File: config.mk
export PLATFORM = sky130hd
export DESIGN_NAME = alpha_premultiply_unit
export DESIGN_NICKNAME = d
export VERILOG_FILES = /design/src/hw/rtl/apu_pkg.sv /design/src/hw/rtl/alpha_premultiply_unit.sv
export SDC_FILE = /design/constraint.sdc
export NUM_CORES = 1
export LEC_CHECK = 0
export ABC_AREA = 1
export BUFFER_PORTS_ARGS = -buffer_cell sky130_fd_sc_hd__buf_2
export CORE_ASPECT_RATIO = 0.8
export CORE_MARGIN = 1
export CORE_UTILIZATION = 70
export CTS_CLUSTER_SIZE = 28
export DETAILED_ROUTE_END_ITERATION = 10
export GPL_TIMING_DRIVEN = 0
export PLACE_DENSITY_LB_ADDON = 0.1
export SLEW_MARGIN = 20
export SYNTH_ARGS = -nofsm -noshare
export SYNTH_HDL_FRONTEND = slang
export SYNTH_SLANG_ARGS = --single-unit
File: constraint.sdc
create_clock -name clk_i -period 33.1 [get_ports clk_i]
set_input_delay 8.275 -clock clk_i [delete_from_list [all_inputs] [get_ports clk_i]]
set_output_delay 8.275 -clock clk_i [all_outputs]
set_load 0.02 [all_outputs]
File: src/hw/rtl/apu_pkg.sv
// ============================================================================
// apu_pkg - shared types and helpers for the alpha premultiply unit
// Pixel channel widths, pipeline stage payload and the divide-by-255 helper.
// ============================================================================
package apu_pkg;

  // Channel and datapath widths
  localparam int unsigned ChanW         = 8;
  localparam int unsigned NumColors     = 3;
  localparam int unsigned RemW          = 2 * ChanW;
  localparam int unsigned StepsPerStage = 2;
  // One multiply stage, then quotient bits two per stage
  localparam int unsigned NumStages     = 1 + ChanW / StepsPerStage;

  // Arithmetic constants
  localparam int unsigned MaxVal    = 255;
  localparam int unsigned RoundPrem = 127;

  typedef enum logic {
    OpPremul   = 1'b0,
    OpUnpremul = 1'b1
  } op_e;

  // Payload carried by every pipeline stage
  typedef struct packed {
    op_e                                op;
    logic [ChanW-1:0]                   alpha;
    logic                               last;
    logic [NumColors-1:0][RemW-1:0]     rem;
    logic [NumColors-1:0][ChanW-1:0]    quo;
    logic [NumColors-1:0]               sat;
  } stage_t;

  // Exact x / 255 for any 16-bit x whose quotient fits in eight bits
  function automatic logic [ChanW-1:0] div_by_255(input logic [RemW-1:0] x);
    logic [RemW:0] sum;
    sum = {1'b0, x} + (RemW+1)'(x >> ChanW) + (RemW+1)'(1);
    return sum[RemW-1:ChanW];
  endfunction

endpackage

File: src/hw/rtl/alpha_premultiply_unit.sv
// ============================================================================
// alpha_premultiply_unit - BGRA premultiply / unpremultiply pipeline
// Converts one 8-bit BGRA pixel per cycle, while the output is not stalled,
// between straight and premultiplied alpha; alpha and the last-pixel mark pass through.
// ============================================================================
//
//  channel | handshake          | payload
//  --------+--------------------+----------------------------------------------
//  input   | valid_i / stall_o  | op_i, blue_i, green_i, red_i, alpha_i, last_i
//  output  | valid_o / stall_i  | blue_o, green_o, red_o, alpha_o, last_o
//
//  Throughput is one transaction per cycle while the output is not stalled.
//  The five register stages are one multiply stage (c*a+127 or c*255+a/2)
//  and four restoring-divide stages, each resolving two quotient bits.
//  Reset clears the stage valid bits only; the data registers are not reset.
//  A stall advances every stage that has an empty slot ahead of it, so
//  bubbles are squeezed out and no transaction is lost or repeated.
//
module alpha_premultiply_unit (
  input  logic                      clk_i,
  input  logic                      rst_ni,
  input  logic                      valid_i,
  output logic                      stall_o,
  input  logic                      op_i,
  input  logic [apu_pkg::ChanW-1:0] blue_i,
  input  logic [apu_pkg::ChanW-1:0] green_i,
  input  logic [apu_pkg::ChanW-1:0] red_i,
  input  logic [apu_pkg::ChanW-1:0] alpha_i,
  input  logic                      last_i,
  output logic                      valid_o,
  input  logic                      stall_i,
  output logic [apu_pkg::ChanW-1:0] blue_o,
  output logic [apu_pkg::ChanW-1:0] green_o,
  output logic [apu_pkg::ChanW-1:0] red_o,
  output logic [apu_pkg::ChanW-1:0] alpha_o,
  output logic                      last_o
);

  localparam int unsigned LastStage = apu_pkg::NumStages - 1;

  logic [apu_pkg::NumStages-1:0] vld_q;
  logic [apu_pkg::NumStages-1:0] adv;
  apu_pkg::stage_t               st_d [apu_pkg::NumStages];
  apu_pkg::stage_t               st_q [apu_pkg::NumStages];

  logic [apu_pkg::NumColors-1:0][apu_pkg::ChanW-1:0] color_in;
  logic [apu_pkg::NumColors-1:0][apu_pkg::ChanW-1:0] color_out;

  assign color_in = {red_i, green_i, blue_i};

  // Advance a stage when it is empty or the stage ahead advances
  always_comb begin
    adv[LastStage] = !vld_q[LastStage] || !stall_i;
    for (int s = LastStage - 1; s >= 0; s--) begin
      adv[s] = !vld_q[s] || adv[s+1];
    end
  end

  assign stall_o = !adv[0];

  // Stage 0: one multiply-add per color
  always_comb begin : stage0_comb
    logic [apu_pkg::ChanW-1:0] mul_b;
    logic [apu_pkg::ChanW-1:0] add_c;
    st_d[0].op    = apu_pkg::op_e'(op_i);
    st_d[0].alpha = alpha_i;
    st_d[0].last  = last_i;
    st_d[0].quo   = '0;
    st_d[0].sat   = '0;
    if (apu_pkg::op_e'(op_i) == apu_pkg::OpUnpremul) begin
      mul_b = apu_pkg::ChanW'(apu_pkg::MaxVal);
      add_c = {1'b0, alpha_i[apu_pkg::ChanW-1:1]};
    end else begin
      mul_b = alpha_i;
      add_c = apu_pkg::ChanW'(apu_pkg::RoundPrem);
    end
    for (int k = 0; k < apu_pkg::NumColors; k++) begin
      st_d[0].rem[k] = {{apu_pkg::ChanW{1'b0}}, color_in[k]}
                       * {{apu_pkg::ChanW{1'b0}}, mul_b}
                       + {{apu_pkg::ChanW{1'b0}}, add_c};
    end
  end

  // Stages 1..N-1: two restoring-divide steps each when unpremultiplying; stage 1 also finishes
  // premultiply and flags quotients that would pass 255
  for (genvar s = 1; s < apu_pkg::NumStages; s++) begin : g_div
    localparam int unsigned HiBit = apu_pkg::ChanW + 1 - apu_pkg::StepsPerStage * s;

    always_comb begin : div_comb
      logic [apu_pkg::RemW-1:0] dsh;
      logic [2:0]               bit_idx;
      st_d[s] = st_q[s-1];
      dsh     = '0;
      bit_idx = '0;
      if (s == 1) begin
        for (int k = 0; k < apu_pkg::NumColors; k++) begin
          if (st_q[s-1].op == apu_pkg::OpPremul) begin
            st_d[s].quo[k] = apu_pkg::div_by_255(st_q[s-1].rem[k]);
            st_d[s].sat[k] = 1'b0;
          end else begin
            st_d[s].quo[k] = '0;
            st_d[s].sat[k] = st_q[s-1].rem[k] >=
                             {st_q[s-1].alpha, {apu_pkg::ChanW{1'b0}}};
          end
        end
      end
      if (st_q[s-1].op == apu_pkg::OpUnpremul) begin
        for (int k = 0; k < apu_pkg::NumColors; k++) begin
          for (int j = 0; j < apu_pkg::StepsPerStage; j++) begin
            bit_idx = 3'(HiBit - j);
            dsh     = {{apu_pkg::ChanW{1'b0}}, st_q[s-1].alpha} << bit_idx;
            if (st_d[s].rem[k] >= dsh) begin
              st_d[s].rem[k]          = st_d[s].rem[k] - dsh;
              st_d[s].quo[k][bit_idx] = 1'b1;
            end
          end
        end
      end
    end
  end

  // Stage valid bits
  always_ff @(posedge clk_i or negedge rst_ni) begin
    if (!rst_ni) begin
      vld_q <= '0;
    end else begin
      if (adv[0]) begin
        vld_q[0] <= valid_i;
      end
      for (int s = 1; s < apu_pkg::NumStages; s++) begin
        if (adv[s]) begin
          vld_q[s] <= vld_q[s-1];
        end
      end
    end
  end

  // Stage payload, held while the stage is stalled
  always_ff @(posedge clk_i) begin
    for (int s = 0; s < apu_pkg::NumStages; s++) begin
      if (adv[s]) begin
        st_q[s] <= st_d[s];
      end
    end
  end

  // Select the final color: zero alpha clears, overflow saturates
  always_comb begin
    for (int k = 0; k < apu_pkg::NumColors; k++) begin
      if (st_q[LastStage].op == apu_pkg::OpUnpremul && st_q[LastStage].alpha == '0) begin
        color_out[k] = '0;
      end else if (st_q[LastStage].sat[k]) begin
        color_out[k] = apu_pkg::ChanW'(apu_pkg::MaxVal);
      end else begin
        color_out[k] = st_q[LastStage].quo[k];
      end
    end
  end

  assign valid_o = vld_q[LastStage];
  assign blue_o  = color_out[0];
  assign green_o = color_out[1];
  assign red_o   = color_out[2];
  assign alpha_o = st_q[LastStage].alpha;
  assign last_o  = st_q[LastStage].last;

  // Input stalls only when every stage holds a transaction
  a_stall_full: assert property (@(posedge clk_i) disable iff (!rst_ni)
    stall_o |-> (&vld_q))
    else $error("input stalled with an empty pipeline slot");

  // An accepted transaction lands in the first stage
  a_accept_lands: assert property (@(posedge clk_i) disable iff (!rst_ni)
    (valid_i && !stall_o) |=> vld_q[0])
    else $error("accepted transaction missing from first stage");

  // Premultiplied colors never exceed alpha
  a_premul_bound: assert property (@(posedge clk_i) disable iff (!rst_ni)
    (valid_o && st_q[LastStage].op == apu_pkg::OpPremul) |->
      (blue_o <= alpha_o && green_o <= alpha_o && red_o <= alpha_o))
    else $error("premultiplied color above alpha");

endmodule

Word level (Yosys, flattened, before mapping). Memory sizes are Yosys's and may differ from the RTL's. Index checks and enable logic that the tools add are counted.

Flip-flop bits (word level): 5. Latch bits: 0. RAM bits: 425. Memory bits (read-only): 0. Output and inout bits: 35. Memories: 1.

Memory list: st_q (depth 5, width 85, rd ports 5, clocked after Yosys merged registers in 0, wr ports 5, line alpha_premultiply_unit.sv:44) `apu_pkg::stage_t st_q [apu_pkg::NumStages];`.

Add/sub/neg operators: 33. Multiply operators: 3. Div/mod/pow operators: 0. Magnitude comparators: 27. Equal/unequal tests: 0. Shift operators: 0. Mux-type cells: 99. Bitwise gates (word level): 0. Reductions and logical operators: 14.

Operators with widths (number): $mux 16 (36); $mux 48 (3); $add 16x8->16 (6); $mux 8 (10); $mux 50 (1); $add 16x1->16 const B (3); $ge 16x10->1 (3); $ge 16x11->1 (3); $ge 16x12->1 (3); $ge 16x13->1 (3); $ge 16x14->1 (3); $ge 16x15->1 (3); $ge 16x16->1 (3); $ge 16x8->1 (3); $ge 16x9->1 (3); $mul 8x8->16 (3); $sub 16x10->16 (3); $sub 16x11->16 (3); $sub 16x12->16 (3); $sub 16x13->16 (3); $sub 16x14->16 (3); $sub 16x15->16 (3); $sub 16x8->16 (3); $sub 16x9->16 (3); 7 further kinds (63).

Depth between registers and ports, before layout.
Word-level depth: 8. Gate-level depth with buffers: 27. Gate-level depth less buffers: 27.

Worst setup path after synthesis. Ideal clock, no wire load.

Path type: input -> output. Start: in stall_i. End: out stall_o. Arrival time: 15011 ps. Setup slack: 9814 ps. Stages: 8. Path buffers: 0. Path through: nand2_1 -> nor2_1 -> inv_1 -> nor2_1 -> inv_1 -> nor2_1 -> inv_1 -> nor2_1.

Longest elaborated chain between the ends: 7.

Ends and longest elaborated chain: start: declaration (line alpha_premultiply_unit.sv:31) `input logic stall_i,`; $logic_not 1->1 (line alpha_premultiply_unit.sv:53) `adv[LastStage] = !vld_q[LastStage] || !stall_i;`; $logic_or 1x1->1 (line alpha_premultiply_unit.sv:53); $logic_or 1x1->1 (line alpha_premultiply_unit.sv:55) `adv[s] = !vld_q[s] || adv[s+1];`; via adv (one bit) (line alpha_premultiply_unit.sv:42) `logic [apu_pkg::NumStages-1:0] adv;`; $logic_or 1x1->1 (line alpha_premultiply_unit.sv:55); via adv (one bit) (line alpha_premultiply_unit.sv:42); $logic_or 1x1->1 (line alpha_premultiply_unit.sv:55); via adv (one bit) (line alpha_premultiply_unit.sv:42); $logic_or 1x1->1 (line alpha_premultiply_unit.sv:55); $logic_not 1->1 (line alpha_premultiply_unit.sv:59) `assign stall_o = !adv[0];`; end: declaration (line alpha_premultiply_unit.sv:23) `output logic stall_o,`.

The timed path passes the listed nets, and every way through them passes these cells.

Worst setup path in the final report.
Start: in stall_i. End: out stall_o.

Longest elaborated chain between the ends: 7.

Ends and longest elaborated chain (line): $logic_not 1->1 (alpha_premultiply_unit.sv:53); $logic_or 1x1->1 (alpha_premultiply_unit.sv:53); via adv (one bit) (alpha_premultiply_unit.sv:42); $logic_or 1x1->1 (alpha_premultiply_unit.sv:55); via adv (one bit) (alpha_premultiply_unit.sv:42); $logic_or 1x1->1 (alpha_premultiply_unit.sv:55); via adv (one bit) (alpha_premultiply_unit.sv:42); $logic_or 1x1->1 (alpha_premultiply_unit.sv:55); via adv (one bit) (alpha_premultiply_unit.sv:42); $logic_or 1x1->1 (alpha_premultiply_unit.sv:55); $logic_not 1->1 (alpha_premultiply_unit.sv:59).

The timed path passes the listed nets, and every way through them passes these cells.

==> run_summary.xml <==
<?xml version="1.0" encoding="UTF-8"?>
<metrics>
  <group name="cts">
    <metric name="cts-buffers-inserted" unit="">39</metric>
    <metric name="cts_tree" unit="">built</metric>
    <metric name="cts_root_buffer" unit="">clkbuf_16</metric>
    <metric name="htreeDepth" unit="">2</metric>
    <metric name="cts.hold.buffers_added" unit="">0</metric>
    <metric name="clkTransAtPathRegs" unit="ns">0.06</metric>
    <metric name="worstSkewPairLatency" unit="ns">0.57</metric>
    <metric name="cts.repair.resized" unit="">0</metric>
    <metric name="sinks_on_the_clock_net" unit="">355</metric>
    <metric name="cts.path.max_buffers" unit="">3</metric>
    <metric name="postCtsSetupRepairBufs" unit="">0</metric>
  </group>
  <group name="timing">
    <metric name="finalMaxSlewViolations" unit="">0</metric>
    <metric name="max_clock_freq" unit="MHz">53.4</metric>
    <metric name="rsz0062_at_grt" unit="">no</metric>
    <metric name="final.setup.tns" unit="ns">0</metric>
    <metric name="hold_viol" unit="">0</metric>
    <metric name="setup_violations" unit="">0</metric>
    <metric name="final.period_utilization" unit="">0.565</metric>
    <metric name="tightest_slew" unit="ns">1.00</metric>
    <metric name="layout_setup_ws" unit="ns">14.38</metric>
    <metric name="final.min_clock_period" unit="ns">18.72</metric>
    <metric name="clock_skew" unit="ns">0.0244</metric>
    <metric name="relSlewSlack" unit="">0.331</metric>
  </group>
  <group name="synth">
    <metric name="synth_enable_flop_cells" unit="">350</metric>
    <metric name="synth-seq-cells" unit="">355</metric>
    <metric name="synth_top_cell_by_area" unit="">edfxtp_1</metric>
    <metric name="postSynth.topFlopCell" unit="">edfxtp_1</metric>
    <metric name="syn_area" unit="um^2">33500</metric>
    <metric name="synth_largest_type_area_fraction" unit="">0.314</metric>
    <metric name="synth-seq-area-share" unit="">0.318</metric>
    <metric name="synth.top_cells.by_count" unit="">nand2_1, inv_1, nor2_1</metric>
    <metric name="yosysUniqueCellTypes" unit="">60</metric>
    <metric name="area_contributors_post_synth" unit="">edfxtp_1, ha_1, nand2_1, fa_1, inv_1</metric>
    <metric name="synthCells" unit="">4148</metric>
    <metric name="async_flop_share" unit="">0.0141</metric>
    <metric name="synth.most_common_cell" unit="">nand2_1</metric>
    <metric name="synthesis.nets" unit="">4684</metric>
    <metric name="post_synth.cell_area_avg" unit="um^2">8.07</metric>
    <metric name="synthesis_warning_total" unit="">0</metric>
  </group>
  <group name="route">
    <metric name="remaining_antenna_violation_count_after_routing" unit="">0</metric>
    <metric name="detailedRoute.firstPassIterationCount" unit="">6</metric>
    <metric name="route.vias.total" unit="">28159</metric>
    <metric name="drt_wl_total" unit="um">83200</metric>
    <metric name="vias_per_cell" unit="">5.72</metric>
    <metric name="wl_cell" unit="um">16.9</metric>
    <metric name="drc_markers" unit="">0</metric>
    <metric name="initialDrtViolationCount" unit="">2383</metric>
  </group>
  <group name="floorplan">
    <metric name="die-area" unit="um^2">48700</metric>
    <metric name="fp-row-count" unit="">71</metric>
    <metric name="effective_utilization_at_floorplan" unit="">0.711</metric>
    <metric name="die_h" unit="um">198</metric>
    <metric name="number_of_top_level_pins" unit="">73</metric>
    <metric name="floorplan.core_area" unit="um^2">47100</metric>
    <metric name="chipWidth" unit="um">246</metric>
  </group>
  <group name="finish">
    <metric name="final_core_density" unit="">0.765</metric>
    <metric name="fin_cells" unit="">4919</metric>
    <metric name="final_layout_size_suffix_gt1_frac" unit="">0.0658</metric>
    <metric name="area.growth.synth_to_final" unit="%">7.63</metric>
    <metric name="net_total_in_the_final_layout" unit="">4803</metric>
  </group>
  <group name="flow_run">
    <metric name="max_cap_violations" unit="">0</metric>
  </group>
  <group name="run_status">
    <metric name="result_of_the_run" unit="">finished, final reports clean</metric>
  </group>
  <group name="global_route">
    <metric name="grt_pass1_wl" unit="um">133000</metric>
    <metric name="grt.overflow.total" unit="">0</metric>
    <metric name="grt_start_max_net_pins" unit="">63</metric>
    <metric name="initial_antenna_violation_count" unit="">0</metric>
    <metric name="global_route.usage.total" unit="">0.346</metric>
    <metric name="grt_pass1_vias" unit="">26606</metric>
  </group>
  <group name="setup_path">
    <metric name="setup.worst_path.class" unit="">input pin to primary output</metric>
    <metric name="worst_path_max_delay_cell" unit="">inv_4</metric>
    <metric name="cp-end-kind" unit="">primary output</metric>
    <metric name="crit_path_cell_trace" unit="">buf_2 &gt; nand2_2 &gt; nor2_1 &gt; inv_4 &gt; nor2_1 &gt; inv_4 &gt; nor2_1 &gt; inv_4 &gt; nor2_1 &gt; buf_2</metric>
    <metric name="worst_path_largest_cell_delay" unit="ns">0.38</metric>
    <metric name="setup.worst_path.start_class" unit="">input pin</metric>
    <metric name="required" unit="ns">24.82</metric>
    <metric name="crit_arrival" unit="ns">10.44</metric>
    <metric name="worst-path-max-fanout" unit="">28</metric>
    <metric name="critical-path-top-cell-by-count" unit="">nor2_1</metric>
  </group>
  <group name="placement">
    <metric name="gpl.final_weighted_congestion" unit="">0.999</metric>
    <metric name="hpwlAfterDp" unit="um">66500</metric>
    <metric name="numPortBuffers" unit="">72</metric>
    <metric name="place_worst_setup_slack" unit="ns">14.36</metric>
    <metric name="placed_cells_incl_taps" unit="">4846</metric>
  </group>
  <group name="worst_hold_path">
    <metric name="min_delay_worst_type" unit="">register to register</metric>
  </group>
</metrics>
==> kinds of logic (layout without fill, tap and decap cells) <==
kind of cell | Yosys count | after routing | synth area share
buffers and inverters | 726 | 876 | 0.0844
adder cells (fa/ha/maj) | 498 | 498 | 0.220
AND/OR/NAND/NOR | 1860 | 1860 | 0.242
AO/OA/AOI/OAI | 524 | 524 | 0.0871
XOR/XNOR | 181 | 181 | 0.0474
multiplexers | 4 | 4 | 0.00120
other | 0 | 1 | 0
flip-flops | 355 | 355 | 0.318
==> final timing paths <==
| kind | start | endpoint | slack (ns) | cells after the start |
|---|---|---|---|---|
| setup / recovery | stall_i | stall_o | 14.38 | 10 |
| hold / removal | st_q[0][160] | st_q[0][245] | 0.41 | 0 |
| setup reg to reg | st_q[0][82] | st_q[0][110] | 27.90 | 19 |
| hold reg to reg | st_q[0][160] | st_q[0][245] | 0.41 | 0 |
| max in group asynchronous | rst_ni | vld_q[2] | 25.44 | 1 |
| min in group asynchronous | rst_ni | vld_q[4] | 7.52 | 1 |
==> layout make-up <==
cell class,instances,area [um^2]
multi-input combinational,3067,20000
fill,3588,11100
sequential,355,10600
inverter,652,2460
clock buffer,43,1010
tap,620,776
timing repair buffer,78,475
buffer,74,375
clock inverter,29,268
antenna,1,2.50
==> sequential cells by signal (all words and copies together), names as in the netlist <==
name,flops
vld_q,5
st_q,350
==> layer usage <==
metal	track usage	vias to the layer above	wire (um)
li1	-	13933	-
met1	0.458	12903	35400
met5	0	-	0
met3	0.0410	214	6000
met4	0.159	0	3860
met2	0.570	1109	38000
==> metrics by stage <==
stage,hold slack (ns),area (um^2)
4_1_cts,0.413,36000
3_5_place_dp,0.405,34700
5_1_grt,0.421,36000
3_3_place_gp,0.401,34600
6_report,0.410,36000
2_1_floorplan,0.400,33500
==> cell usage in the layout (no fill, tap or decap), types with 25 or more instances in the layout <==
master       n
a21oi_1    217
buf_2       82
clkbuf_1    47
clkbuf_16   40
edfxtp_1   350
fa_1       150
ha_1       348
inv_1      631
nand2_1    899
nand3_1    256
nand4_1     92
nor2_1     443
nor3_1      39
o21ai_0    186
o21bai_1    25
xnor2_1     71
xor2_1     110
==> worst max-delay path, delay by kind of cell <==
family                 cells  cell delay [ns]
buffers and inverters      5             1.32
AND/OR/NAND/NOR            5             0.84
Power is not shown: default switching activity piles up to over one toggle a cycle in this logic, so the estimate is an artifact.
